==> config.mk <==
export PLATFORM = sky130hd
export DESIGN_NAME = cbo_sqrt_cell
export DESIGN_NICKNAME = d
export VERILOG_FILES = /design/src/rtl/core/cbo_sqrt_cell.sv
export SDC_FILE = /design/constraint.sdc
export NUM_CORES = 1
export LEC_CHECK = 0
export CORE_MARGIN = 2
export CORE_UTILIZATION = 40
export CTS_CLUSTER_SIZE = 16
export DETAILED_ROUTE_END_ITERATION = 10
export DONT_BUFFER_PORTS = 1
export HOLD_SLACK_MARGIN = 0.02
export PLACE_DENSITY = 0.57
export SYNTH_ARGS = -nofsm -noshare
export SYNTH_HDL_FRONTEND = slang
export SYNTH_SLANG_ARGS = --single-unit
==> constraint.sdc <==
create_clock -name clk -period 0.8 [get_ports clk]
set_input_delay 0.08 -clock clk [delete_from_list [all_inputs] [get_ports clk]]
set_output_delay 0.08 -clock clk [all_outputs]
set_load 0.02 [all_outputs]
==> src/rtl/core/cbo_sqrt_cell.sv <==
module cbo_sqrt_cell #(
	parameter int LW  = 25,
	parameter int BIT = 0,
	parameter int SBW = 1
) (
	input  logic            clk,
	input  logic            arst_n,
	input  logic            valid,
	input  logic [2*LW-2:0] resid,
	input  logic [LW-1:0]   root,
	input  logic [SBW-1:0]  side,
	output logic            cell_valid,
	output logic [2*LW-2:0] cell_resid,
	output logic [LW-1:0]   cell_root,
	output logic [SBW-1:0]  cell_side
);

	localparam int TW = 2*LW;

	logic [TW-1:0] trial;
	logic          take;

	// (root + 2^bit)^2 - root^2, root holds only bits above this one
	assign trial = (TW'(root) << (BIT+1)) | (TW'(1) << (2*BIT));
	assign take  = {1'b0, resid} >= trial;

	// valid travels with the beat
	always_ff @(posedge clk or negedge arst_n) begin
		if (!arst_n) begin
			cell_valid <= 1'b0;
		end else begin
			cell_valid <= valid;
		end
	end

	// one root bit per cell
	always_ff @(posedge clk) begin
		cell_resid <= take ? (resid - trial[TW-2:0]) : resid;
		cell_root  <= take ? (root | (LW'(1) << BIT)) : root;
		cell_side  <= side;
	end

endmodule

## Yosys cells after proc, flatten, opt, wreduce, memory -nomap -nowiden

Cells that the tools add are included.

- Bits in registers: 76
- Bits in latches: 0
- Bits in writable memories: 0
- Memory bits (read-only): 0
- Bits of input ports: 78
- Output and inout bits: 76
- Logic and storage cells: 8
- Memories: 0

- Add/sub/neg operators: 1
- $mul: 0
- Div/mod/pow operators: 0
- $lt $le $gt $ge: 1
- Eq/ne operators: 0
- Shift operators: 0
- Muxes and demuxes: 1
- Bitwise operators: 0
- Reduce and logical (&&, ||, !) cells: 0

Operator list:

| cell | count |
|---|---|
| $ge 49x26->1 | 1 |
| $mux 49 | 1 |
| $sub 49x26->49 | 1 |

## Logic depth before layout (Yosys ltp)

- Word-level depth: 2
- Mapped depth: 12
- Gate-level depth less buffers: 10

## Least setup slack after synthesis

No wires, ideal clock.

- Path type: input-to-reg
- Start: input resid[30]
- End: register cell_resid[22]
- Setup time: 0.121 ns
- Data arrival time: 2.331 ns
- Required time: 0.679 ns
- Slack: -1.652 ns
- Cell stages on the path: 8
- Path buffers: 2
- Cell sequence: or4_4 > or4_1 > buf_4 > nor3_4 > o2111ai_2 > a41oi_4 > buf_6 > mux2_2

- Longest elaborated chain between the ends: 2

Ends and longest elaborated chain:

| item | RTL line | source |
|---|---|---|
| from (decl) | 9 | `input logic [2*LW-2:0] resid,` |
| $ge 49x26->1 | 25 | `assign take = {1'b0, resid} >= trial;` |
| $mux 49 | 38 | `cell_resid <= take ? (resid - trial[TW-2:0]) : resid;` |
| to (signal assigned) | 38 |  |
| to (decl) | 13 | `output logic [2*LW-2:0] cell_resid,` |

Every way passes these cells.
A chain may end at the register's enable or synchronous reset.

## Worst setup path in the final report

- Start: input resid[30]
- End: register cell_resid[38]

- Longest elaborated chain between the ends: 2

Ends and longest elaborated chain:

| item | RTL line |
|---|---|
| $sub 49x26->49 / $ge 49x26->1 (equally long branches) | 38, 25 |
| $mux 49 (*) | 38 |

Mark *: on every way between the ends. The rest lies on a longest branch, timed or not.

==> metrics.csv <==
stage,metric,value,unit
logic_synthesis,Synth top cells by count,"75 x dfxtp_1, 47 x nand2_1, 37 x inv_1",
logic_synthesis,cells after synthesis,452,
clocking,CTS max path bufs,2,
finish,ANT cells,0,
power_and_ir_drop,clock share of power,0.265,
setup_path,WS Path Type,in2reg,
clocking,CTS tree,done,
logic_synthesis,Post-Synthesis Cell Area,3990,µm²
clocking,CTS Root Cell,clkbuf_8,
clocking,CTS Buf Count,9,
timing,hold slack,-0.00308,ns
routing,Routed WL,13600,µm
logic_synthesis,Synth async-reset ratio,0.0132,
power_and_ir_drop,Net Sw Power,3430,µW
power_and_ir_drop,Peak VDD IR,0.993,mV
power_and_ir_drop,Power Density,1570,nW/µm²
die,die area,10800,µm²
power_and_ir_drop,sequential power share,0.474,
die,Core Footprint,9730,µm²
timing,Final Cycle Share,2.55,
grt,gr ovfl total,0,
die,Initial Utilization,0.410,
logic_synthesis,"Top FF cell, synth",dfxtp_1,
setup_path,Critical Path RT,1.08,ns
logic_synthesis,Post-Syn Nets,557,
die,std cell rows,36,
place,GPL Wtd Cong,0.873,
setup_path,crit path launch,resid[30],
run_status,status,"complete, but fails checks",
place,Final HPWL DP,8540,µm
min_path,hold crit path type,in2reg,
clocking,"CTS clk-pin slew, worst paths",0.08,ns
logic_synthesis,average cell area after synthesis,8.84,µm²
routing,Initial DRT Pass Iterations,4,
power_and_ir_drop,Net Sw Frac,0.323,
setup_path,kind of end point of the critical path,register,
power_and_ir_drop,Pwr Total,10600,µW
place,# port buffers,0,
logic_synthesis,Ys Warns,0,
finish,Layout fillers,744,
routing,DRC Markers,0,
power_and_ir_drop,Internal Pwr Total,7200,µW
logic_synthesis,"EDFF count, synth",0,
run,Max-cap violations,0,
grt,largest net degree at the start of global routing,23,
die,Die W,104,µm
timing,Slew Limit Fails,0,
power_and_ir_drop,cell leakage power,0.00282,µW
grt,total track usage,0.239,
routing,Via density,5.23,
die,I/O pin cnt,154,
setup_path,CP max FO,12,
grt,first-pass GRT wire length,21000,µm
logic_synthesis,"Seq/Total Area, Yosys",0.382,
routing,Final ANT Viol Nets,0,
grt,number of global-route vias before repair,4344,
finish,final layout net count,751,
routing,Initial DRC Count,117,
clocking,clk sinks,76,
setup_path,CP startpoint kind,input port,
timing,Final Hold Viols,1,
logic_synthesis,Synth cell types,59,
clocking,CTS H-Tree Depth,3,
die,height of the die,104,µm
timing,Tmin final,2.04,ns
timing,headroom to the max-slew limit,0.673,
finish,Syn-to-layout area delta,69.3,%
timing,max frequency,490,MHz
routing,wire length per cell,17.4,µm
logic_synthesis,Synth top area share,0.376,
logic_synthesis,most common cell in the synthesized netlist,dfxtp_1,
timing,# setup viols final,125,
logic_synthesis,post-synth top area cell,dfxtp_1,
setup_path,worst setup path end,cell_resid[38]$_DFF_P_,
power_and_ir_drop,Combinational Power Share,0.261,
timing,worst-margin pin slew,0.487,ns
timing,RSZ-0062 raised after global routing,yes,
setup_path,Critical Path AT,2.32,ns
logic_synthesis,synth top area cells,"dfxtp_1 38%, ha_1 8.1%, xnor2_1 5.5%, nand2_1 4.4%, xor2_1 4.4%",
timing,final worst slack,-1.24,ns
routing,via count,4102,
finish,share of cells above drive strength 1,0.432,
logic_synthesis,register bit total from synthesis,76,
grt,initial antenna violation count,0,
run_status,failing checks,"negative hold slack, negative setup slack",
[metal layers]
layer  global-route usage  share of wire
met1                0.280           0.40
met2                0.423           0.51
met3               0.0658          0.073
met4               0.0763          0.021
met5                    0              0
[worst min path at each step]
stage / from / endpoint / slack, ns / cells after the start
final: root[0] / cell_resid[1]$_DFF_P_ / -0.003 / 2
after global routing: root[0] / cell_resid[1]$_DFF_P_ / -0.004 / 2
after CTS: resid[33] / cell_resid[33]$_DFF_P_ / -0.21 / 1
after detailed placement: arst_n / cell_valid$_DFF_PN0_ / -0.22 / 0
after global placement: arst_n / cell_valid$_DFF_PN0_ / -0.22 / 0
after floorplan: arst_n / cell_valid$_DFF_PN0_ / -0.22 / 0
[critical path, cell delays in order]
cell and delay (ns):
or4_4 0.52, or4_4 0.47, nor3_4 0.22, o2111ai_2 0.17, a41oi_4 0.32, buf_6 0.22, nand4b_1 0.17, xnor2_1 0.14
[what timing repair did]
item                       in CTS  in global routing
cloned                          0                  3
setup endpoints to repair     126                126
pin swaps                      10                 20
hold endpoints to repair       77                  6
gates resized for setup       178                 69
buffers inserted               12                  4
hold buffers                   76                  3
[power groups by stage]
stage               registers, µW  logic, µW  clock network (µW)
finish                       5040       2780                2820
global route                 5080       3040                3060
CTS                          5060       2530                2820
detailed placement           5040       2110                   0
global placement             5040       2090                   0
floorplan                    4990       1230                   0
[area by class of cell]
class | count | area [µm²] | share of cell area
clock inverters | 3 | 20.0 | 0.00296
repair buffers | 197 | 1800 | 0.265
well taps | 133 | 166 | 0.0246
flip-flops and latches | 76 | 1810 | 0.268
clock buffers | 13 | 169 | 0.0250
multi-input cells | 325 | 2660 | 0.394
inverters | 37 | 139 | 0.0205
[cell families after synthesis]
family,Yosys count,share of synthesized area
adder cells (fa/ha/maj),27,0.0865
buffers and inverters,51,0.0589
AO/OA/AOI/OAI,107,0.172
flip-flops,76,0.382
XOR/XNOR,45,0.0987
AND/OR/NAND/NOR,145,0.199
multiplexers,1,0.00282
[flip-flops by register name, indices dropped and copies added (netlist names)]
name	cells
cell_root	25
cell_valid	1
cell_side	1
cell_resid	49
[stage by stage]
| step | utilization | std cells | setup TNS, ns | setup WS, ns | instance area [µm²] |
|---|---|---|---|---|---|
| final | 0.695 | 784 | -59.50 | -1.24 | 6760 |
| after CTS | 0.655 | 777 | -57.95 | -1.18 | 6380 |
| after global placement | 0.501 | 674 | -75.53 | -1.67 | 4880 |
| after floorplan | - | 452 | -71.12 | -1.58 | 4010 |
| after detailed placement | 0.501 | 674 | -79.17 | -1.73 | 4880 |
| after global routing | 0.695 | 784 | -64.80 | -1.32 | 6760 |
[cell usage in the layout, fill, tap and decap left out, drive strengths merged, types with 6 or more instances in the layout]
cell type | Yosys | layout
nand2 | 47 | 47
dlygate4sd3 | 0 | 79
ha | 26 | 26
and3 | 7 | 7
o21ai | 38 | 38
or4 | 6 | 6
dfxtp | 75 | 75
clkbuf | 7 | 15
nor3 | 13 | 13
inv | 37 | 37
nor4 | 7 | 7
nor2 | 18 | 18
xnor2 | 25 | 25
a21oi | 27 | 27
nand4b | 10 | 10
a21o | 6 | 6
xor2 | 20 | 20
buf | 7 | 116
Note: power is estimated with default switching activity, not from simulation.
