### src/rtl/core/cbo_div_cell.sv
module cbo_div_cell #(
	parameter int NW  = 47,
	parameter int LW  = 25,
	parameter int QW  = 23,
	parameter int BIT = 0,
	parameter int SBW = 1
) (
	input  logic                clk,
	input  logic                arst_n,
	input  logic                valid,
	input  logic [LW-1:0]       den,
	input  logic [1:0][NW-1:0]  rem,
	input  logic [1:0][QW-1:0]  quo,
	input  logic [SBW-1:0]      side,
	output logic                cell_valid,
	output logic [LW-1:0]       cell_den,
	output logic [1:0][NW-1:0]  cell_rem,
	output logic [1:0][QW-1:0]  cell_quo,
	output logic [SBW-1:0]      cell_side
);

	localparam int TW = NW + LW;

	logic [TW-1:0]      shifted;
	logic [1:0][NW-1:0] rem_nxt;
	logic [1:0][QW-1:0] quo_nxt;

	assign shifted = TW'(den) << BIT;

	// restoring step on both lanes against the shared divisor
	always_comb begin
		for (int k = 0; k < 2; k++) begin
			if (TW'(rem[k]) >= shifted) begin
				rem_nxt[k] = rem[k] - shifted[NW-1:0];
				quo_nxt[k] = quo[k] | (QW'(1) << BIT);
			end else begin
				rem_nxt[k] = rem[k];
				quo_nxt[k] = quo[k];
			end
		end
	end

	always_ff @(posedge clk or negedge arst_n) begin
		if (!arst_n) begin
			cell_valid <= 1'b0;
		end else begin
			cell_valid <= valid;
		end
	end

	always_ff @(posedge clk) begin
		cell_den  <= den;
		cell_rem  <= rem_nxt;
		cell_quo  <= quo_nxt;
		cell_side <= side;
	end

endmodule

### config.mk
export PLATFORM = sky130hd
export DESIGN_NAME = cbo_div_cell
export DESIGN_NICKNAME = d
export VERILOG_FILES = /design/src/rtl/core/cbo_div_cell.sv
export SDC_FILE = /design/constraint.sdc
export NUM_CORES = 1
export LEC_CHECK = 0
export BUFFER_PORTS_ARGS = -buffer_cell sky130_fd_sc_hd__buf_2
export CAP_MARGIN = 15
export CORE_UTILIZATION = 43
export CTS_CLUSTER_SIZE = 20
export DETAILED_ROUTE_END_ITERATION = 8
export PLACE_DENSITY = 0.76
export SETUP_SLACK_MARGIN = 0.02
export SYNTH_ARGS = -nofsm -noshare
export SYNTH_HDL_FRONTEND = slang
export SYNTH_SLANG_ARGS = --single-unit
### constraint.sdc
create_clock -name clk -period 0.8 [get_ports clk]
set_clock_uncertainty 0.05 [all_clocks]
set_input_delay 0.08 -clock clk [delete_from_list [all_inputs] [get_ports clk]]
set_output_delay 0.08 -clock clk [all_outputs]
set_load 0.01 [all_outputs]
==> qor.yml, run 1 <==
synth_top_family_by_area: "simple AND/OR/NAND/NOR gates"
error: "[ERROR GRT-0232] Routing congestion too high. Check the congestion heatmap in the GUI."
yosysWarnings: 0
status: "did not finish"
synth_edf_count: 0
haltStage: "global routing (5_1_grt)"
synth_cells: 858
synth_compound_area_share_pct: 15.8
yosys-top-cells-area: "dfxtp_1 (42%), ha_1 (8.0%), xnor2_1 (4.8%)"
cts_buffers: 17
synth_area_sq_mm: 0.00783
synth-main-ff-cell: "dfxtp_1"
dp_hpwl_um: 22600
rows: 48
synth_commonest_cells: "dfxtp_1 (166), a21oi_1 (74), nand2_1 (67), nor2_1 (61), ha_1 (50)"
synth_nets: 1079
grt_start_max_net_pins: 17
yosys.area_share.xor_xnor_pct: 9.62
yosysTopAreaCell: "dfxtp_1"
seq_area_frac_synth_pct: 42.8
grt_overflow: 62
synth_cell_types: 64
async_flop_share_pct: 0.599
port_buffers: 335
cts_root_buffer: "clkbuf_16"
die_h_um: 137
die_w_um: 137
start_util_pct: 44.6
cts-htree-levels: 4
muxShareOfSynthArea_pct: 0.991
synth_simple_gate_area_share_pct: 18.6
worstEndpointType: "sequential cell input"
clock_path_buffers: 2
grt_use_total_pct: 70.8
ys_ff_latch: 167
numClockSinks: 167
place_congestion: 0.914
postGrtWorstEndpoint: "cell_rem[76]$_DFF_P_/D"
io_pins: 336
synth.most_common_cell: "dfxtp_1"
syn_avg_cell_area_sq_um: 9.13
synth-adder-area-share_pct: 8.50
synth_top_cell_area_share_pct: 42.4
## per-layer routing
layer  GRT usage, %  overflow
met1           65.9         1
met2           91.9        42
met3           53.3         0
met4           77.1        18
met5           25.8         1
## timing repair
action	in CTS
setup endpoints to repair	263
setup buffers	23
endpoints found under the hold margin	167
hold buffers	151
cloned	3
pin swaps	71
resized for setup	228
## through the flow
stage	util (%)	hold slack, ps	area (sq um)	setup WS (ps)	cells
2_1_floorplan	-	-266	8230	-1760	858
3_3_place_gp	68.8	-194	12100	-1910	1664
4_1_cts	86.9	-275	15200	-1500	1872
3_5_place_dp	68.8	-194	12100	-1990	1664
## cell families after synthesis
logic type               after synthesis
AO/OA/AOI/OAI                        200
XOR/XNOR                              86
adder cells (fa/ha/maj)               52
buffers and inverters                 69
flip-flops                           167
multiplexers                           7
AND/OR/NAND/NOR                      277
==> run 2, diff against run 1 <==
--- a/config.mk
+++ b/config.mk
@@ -7,11 +7,9 @@
 export LEC_CHECK = 0
 export BUFFER_PORTS_ARGS = -buffer_cell sky130_fd_sc_hd__buf_2
 export CAP_MARGIN = 15
-export CORE_UTILIZATION = 43
-export CTS_CLUSTER_SIZE = 20
+export CORE_UTILIZATION = 40
 export DETAILED_ROUTE_END_ITERATION = 8
-export PLACE_DENSITY = 0.76
-export SETUP_SLACK_MARGIN = 0.02
+export PLACE_DENSITY_LB_ADDON = 0.15
 export SYNTH_ARGS = -nofsm -noshare
 export SYNTH_HDL_FRONTEND = slang
 export SYNTH_SLANG_ARGS = --single-unit
==> constraint.sdc (replaced) <==
create_clock -name clk -period 1.04 [get_ports clk]
set_clock_uncertainty 0.05 [all_clocks]
set_input_delay 0.104 -clock clk [delete_from_list [all_inputs] [get_ports clk]]
set_output_delay 0.104 -clock clk [all_outputs]
set_load 0.01 [all_outputs]
==> qor.yml, run 2 <==
drc: 0
port_buffers: 335  # unchanged
layout_commonest_cell: "buf_4"
hold_viol: 0
die_w_um: 142  # was 137 um
drive_gt1_share_pct: 58.8
drt_iter0_markers: 726
cts_tree: "yes"
io_pins: 336  # unchanged
cts-htree-levels: 4  # unchanged
min_period_ps: 2890
largest_registers: "cell_rem (94), cell_quo (46), cell_den (25)"
yosysTopAreaCell: "dfxtp_1"  # unchanged
multiInputGateArea_sq_mm: 0.00543
drt-total-wl_um: 42600
final_net_count: 1911
seqCellArea_sq_mm: 0.00345
maxCapViolations: 0
critPathArrivalTime_ps: 3190
cts_buffers: 17  # unchanged
path_depth: 13
synth_commonest_cells: "dfxtp_1 (166), a21oi_1 (74), nand2_1 (67), nor2_1 (61), ha_1 (50)"  # unchanged
setup.worst_path.start_class: "input pin"
finalMaxSlewViolations: 0
synth_area_sq_mm: 0.00783  # unchanged
synth_edf_count: 0  # unchanged
synth_cell_types: 64  # unchanged
ys_ff_latch: 167  # unchanged
die_h_um: 142  # was 137 um
path_cells: "buf_2 -> inv_1 -> buf_4 -> ha_1 -> nand2_1 -> o21ai_0 -> o21ai_0 -> a21oi_1 -> a211o_2 -> buf_6 -> nand2b_4 -> nor3_2 -> xor2_1"
max_freq_ghz: 0.346
dp_hpwl_um: 21900  # was 22,600 um
crit_top_cell: "o21ai_0"
min_period_over_period_pct: 278
fp.coreArea_sq_mm: 0.0190
first_pass_iters: 5
route.antenna.remaining_nets: 0
cp-end-kind: "flip-flop"
crit_slowest_cell: "nor3_2"
cp.required_ps: 1330
critical-path-top-delay-family: "compound AO/OA/AOI/OAI gates"
fin_hold_ws_ps: 56.6
wl_per_cell_um: 21.6
grt_use_total_pct: 34.6
violations: "setup timing"
rows: 50  # was 48
grt_overflow: 0
leakage_nw: 7.78
regMostFlops: "cell_rem"
setup_viol: 132
yosysWarnings: 0  # unchanged
crit_fanout: 6
p_per_area_mw_per_mm2: 1290
grt_start_max_net_pins: 22
async_flop_share_pct: 0.599  # unchanged
clock_path_buffers: 2  # unchanged
fin_ws_ps: -1850
yosys-top-cells-area: "dfxtp_1 (42%), ha_1 (8.0%), xnor2_1 (4.8%)"  # unchanged
seq_area_frac_synth_pct: 42.8  # unchanged
syn_avg_cell_area_sq_um: 9.13  # unchanged
synth_top_cell_area_share_pct: 42.4  # unchanged
viasPerCell: 5.42
max_stage_delay_ps: 570
numClockSinks: 167  # unchanged
die_area_sq_mm: 0.0201
crit_buf_inv: 4
num_vias: 10700
worst_pin_slew_ps: 643
start_util_pct: 41.3  # was 44.6%
synth_cells: 858  # unchanged
rsz0062_at_grt: "true"
status: "complete, but fails checks"  # was did not finish
grt_pass1_wl_um: 53700
synth_nets: 1079  # unchanged
antenna_found_initial: 11
grt_pass1_vias: 10500
synth.most_common_cell: "dfxtp_1"  # unchanged
synth-main-ff-cell: "dfxtp_1"  # unchanged
ir_worst_vdd_v: 0.00111
power_mw: 21.5
largest_reg_flops: 94
relSlewSlack_pct: 56.9
path_clk_slew_ps: 80
holdPathStages: 4
synthToLayoutAreaGrowth_pct: 113
hold_class: "in -> reg"
place_congestion: 0.912  # was 0.914
final_cell_mix: "buf_4 (292), buf_2 (251), dlygate4sd3_1 (168)"
path_class: "in -> reg"
fill_cells: 889
cts_root_buffer: "clkbuf_16"  # unchanged
-- run 2: cell counts after synthesis --
Identical to the previous run, type by type.
-- run 2: logic make-up (layout without fill, tap and decap cells) --
family          count (synthesis)  count (layout)  synth area share, %
mux                             7               7                0.991
compound gates                200             200                 15.8
fa+ha+maj                      52              52                 8.50
buf+inv                        69             914                 3.74
xor+xnor                       86              86                 9.62
other cells                     0              12                    0
flops                         167             167                 42.8
simple gates                  277             277                 18.6
-- run 2: cell type report --
| type | instances | share of cell area, % |
|---|---|---|
| Tap cell | 260 | 1.95 |
| Clock inverter | 15 | 1.15 |
| Sequential cell | 167 | 20.7 |
| Antenna cell | 12 | 0.180 |
| Timing Repair Buffer | 841 | 40.0 |
| Inverter | 41 | 0.952 |
| Multi-Input combinational cell | 622 | 32.6 |
| Clock buffer | 17 | 2.55 |
-- run 2: where the power goes --
part           switching [mW]  internal, mW  total [mW]
registers               0.327          7.16        7.49
clock network            3.07          3.86        6.93
logic                    3.32          3.74        7.05
-- run 2: final timing paths --
| kind | start | to | slack, ps |
|---|---|---|---|
| worst max-delay path | den[13] | cell_rem[80] | -1850 |
| min in group asynchronous | arst_n | cell_valid | 490 |
| worst min-delay path | rem[56] | cell_rem[56] | 60 |
| max in group asynchronous | arst_n | cell_valid | 350 |
-- run 2: worst min-delay path, stage by stage --
cell	delay [ps]
buf_2	120
buf_4	120
nor2_4	30
a21oi_2	110
-- run 2: per-stage QoR --
stage | worst slack [ps] | util [%] | area (sq um) | cells | setup TNS [ps]
after global routing | -1850 | 88.0 | 16700 | 1970 | -129600
after CTS | -1330 | 81.3 | 15400 | 1943 | -107660
after global placement | -1770 | 64.6 | 12300 | 1717 | -150190
after floorplan | -1550 | - | 8230 | 858 | -131900
final | -1850 | 88.0 | 16700 | 1975 | -122150
after detailed placement | -1830 | 64.6 | 12300 | 1717 | -156490
-- run 2: routing by layer --
layer,track usage [%],vias to the layer above,wire (um)
met4,21.2,2,3280
met1,33.8,5054,14100
li1,-,4718,-
met3,8.81,250,3570
met5,0,-,11
met2,64.9,689,21600
-- run 2: repair_timing --
action / CTS / global route
cloned: 4 / 1
setup buffers: 23 / 24
pin swaps: 69 / 45
resized for setup: 184 / 276
hold buffers: 167 / 1
hold endpoints to repair: 164 / 1
endpoints found under the setup margin: 121 / 193
Power figures use the tool's default switching activity.
==> run 3, diff against run 2 <==
--- a/config.mk
+++ b/config.mk
@@ -9,6 +9,7 @@
 export CAP_MARGIN = 15
 export CORE_UTILIZATION = 40
 export DETAILED_ROUTE_END_ITERATION = 8
+export HOLD_SLACK_MARGIN = 0.12
 export PLACE_DENSITY_LB_ADDON = 0.15
 export SYNTH_ARGS = -nofsm -noshare
 export SYNTH_HDL_FRONTEND = slang
==> qor.yml, run 3 (synthesis gave the netlist of run 2 again) <==
status: "complete, but fails checks"  # unchanged
violations: "hold timing, setup timing"  # was setup timing
grt_pass1_wl_um: 53100  # was 53,700 um
regMostFlops: "cell_rem"  # unchanged
drt-total-wl_um: 42800  # was 42,600 um
drt_iter0_markers: 905  # was 726
cts-htree-levels: 4  # unchanged
hold_viol: 2  # was 0
wl_per_cell_um: 21.6  # about the same
largest_reg_flops: 94  # unchanged
synthToLayoutAreaGrowth_pct: 113  # about the same
max_stage_delay_ps: 380  # was 570 ps
fin_ws_ps: -1650  # was -1850 ps
leakage_nw: 7.81  # was 7.78 nW
grt_pass1_vias: 10400  # was 10.5k
route.antenna.remaining_nets: 0  # unchanged
ir_worst_vdd_v: 0.00106  # was 0.00111 V
cts_buffers: 17  # unchanged
fp.coreArea_sq_mm: 0.0190  # unchanged
die_h_um: 142  # unchanged
fill_cells: 867  # was 889
rows: 50  # unchanged
cp-end-kind: "flip-flop"  # unchanged
drive_gt1_share_pct: 59.1  # was 58.8%
antenna_found_initial: 10  # was 11
setup.worst_path.start_class: "input pin"  # unchanged
first_pass_iters: 8  # was 5
clock_path_buffers: 2  # unchanged
cts_tree: "yes"  # unchanged
crit_fanout: 6  # unchanged
layout_commonest_cell: "buf_4"  # unchanged
placedCellCount: 1717  # unchanged
fin_util_pct: 88.1  # was 88.0%
largest_registers: "cell_rem (94), cell_quo (46), cell_den (25)"  # unchanged
die_area_sq_mm: 0.0201  # unchanged
setup_tns_ps: -120670  # was -122,150 ps
final_cells: 1976  # was 1,975
grt_start_max_net_pins: 22  # unchanged
min_period_ps: 2690  # was 2890 ps
num_vias: 10900  # was 10.7k
fin_hold_ws_ps: -200  # was 56.6 ps
cp.required_ps: 1330  # about the same
p_per_area_mw_per_mm2: 1290  # about the same
start_util_pct: 41.3  # unchanged
path_class: "in -> reg"  # unchanged
hp-start: "den[0]"  # was rem[56]
maxCapViolations: 0  # unchanged
worst_pin_slew_ps: 531  # was 643 ps
viasPerCell: 5.49  # was 5.42
path_cells: "buf_2 -> inv_2 -> buf_4 -> ha_1 -> o211ai_1 -> a21oi_2 -> o21ai_0 -> buf_4 -> a21oi_1 -> a211o_2 -> buf_6 -> and2b_2 -> buf_6 -> nand3_2 -> xnor2_1"  # was buf_2 -> inv_1 -> buf_4 -> ha_1 -> nand2_1 -> o21ai_0 -> o21ai_0 -> a21oi_1 -> a211o_2 -> buf_6 -> nand2b_4 -> nor3_2 -> xor2_1
final_net_count: 1914  # was 1,911
rsz0062_at_grt: "true"  # unchanged
relSlewSlack_pct: 63.7  # was 56.9%
hold_class: "in -> reg"  # unchanged
min_period_over_period_pct: 259  # was 278%
max_freq_ghz: 0.372  # was 0.346 GHz
port_buffers: 335  # unchanged
setup_viol: 128  # was 132
numClockSinks: 167  # unchanged
critPathLaunch: "den[3]"  # was den[13]
path_clk_slew_ps: 70  # was 80 ps
grt_use_total_pct: 34.0  # was 34.6%
cts_root_buffer: "clkbuf_16"  # unchanged
finalMaxSlewViolations: 0  # unchanged
crit_slowest_cell: "ha_1"  # was nor3_2
final_cell_mix: "buf_4 (292), buf_2 (253), dlygate4sd3_1 (168)"  # was buf_4 (292), buf_2 (251), dlygate4sd3_1 (168)
critPathArrivalTime_ps: 2980  # was 3190 ps
drc: 0  # unchanged
place_congestion: 0.912  # unchanged
io_pins: 336  # unchanged
die_w_um: 142  # unchanged
dp_hpwl_um: 21900  # unchanged
grt_overflow: 0  # unchanged
run 3: cell types whose count changed in the layout (fill, tap and decap cells not counted), moves of 2 or more:
cell / change
nand3_2: +5
nand3_4: -4
o21ai_1: +4
inv_4: +3
nor2_4: -3
o21ai_2: -3
buf_2: +2
diode_2: -2
inv_2: -2
nor2_2: +2
run 3: layout make-up:
cell class	count	area [sq um]	area share, %
Tap cell	260	325	1.95
Multi-Input combinational cell	622	5420	32.5
Clock inverter	15	191	1.15
Timing Repair Buffer	844	6700	40.1
Clock buffer	17	425	2.55
Sequential cell	167	3450	20.6
Antenna cell	10	25.0	0.150
Inverter	41	166	0.996
run 3: what timing repair did:
item / in CTS / in global routing
setup buffers: 23 / 28
resized for setup: 184 / 283
endpoints found under the hold margin: 168 / 9
pin swaps: 69 / 66
setup endpoints to repair: 121 / 191
cloned: 4 / 2
hold buffers: 166 / 3
run 3: power breakdown:
part | internal (mW) | leakage (nW) | switching (mW)
clock | 3.87 | 0.303 | 3.10
combinational | 3.75 | 6.09 | 3.36
sequential | 7.17 | 1.41 | 0.298
run 3: per-layer routing:
layer | vias up | routed length [um] | GRT usage [%]
met2 | 723 | 21600 | 65.1
met1 | 5128 | 14400 | 33.9
met5 | - | 26 | 0
li1 | 4728 | - | -
met4 | 4 | 3310 | 19.8
met3 | 267 | 3470 | 6.92
run 3: final timing paths:
| path | slack, ps | to | cells past startpoint |
|---|---|---|---|
| worst max-delay path | -1650 | cell_rem[89] | 15 |
| worst min-delay path | -200 | cell_den[0] | 1 |
| max in group asynchronous | 350 | cell_valid | 3 |
| min in group asynchronous | 480 | cell_valid | 3 |
run 3: critical path, delay by kind of cell:
family	cells	cell delay, ps
adder cells (fa/ha/maj)	1	380
AO/OA/AOI/OAI	5	1160
AND/OR/NAND/NOR	2	350
buffers and inverters	6	720
XOR/XNOR	1	260
run 3: stage by stage:
step | cell area [sq um] | setup slack [ps] | total power, mW
floorplan | 8230 | -1550 | 9.84
global placement | 12300 | -1770 | 12.6
detailed placement | 12300 | -1830 | 12.6
CTS | 15400 | -1330 | 20.2
global route | 16700 | -1790 | 22.2
finish | 16700 | -1650 | 21.5
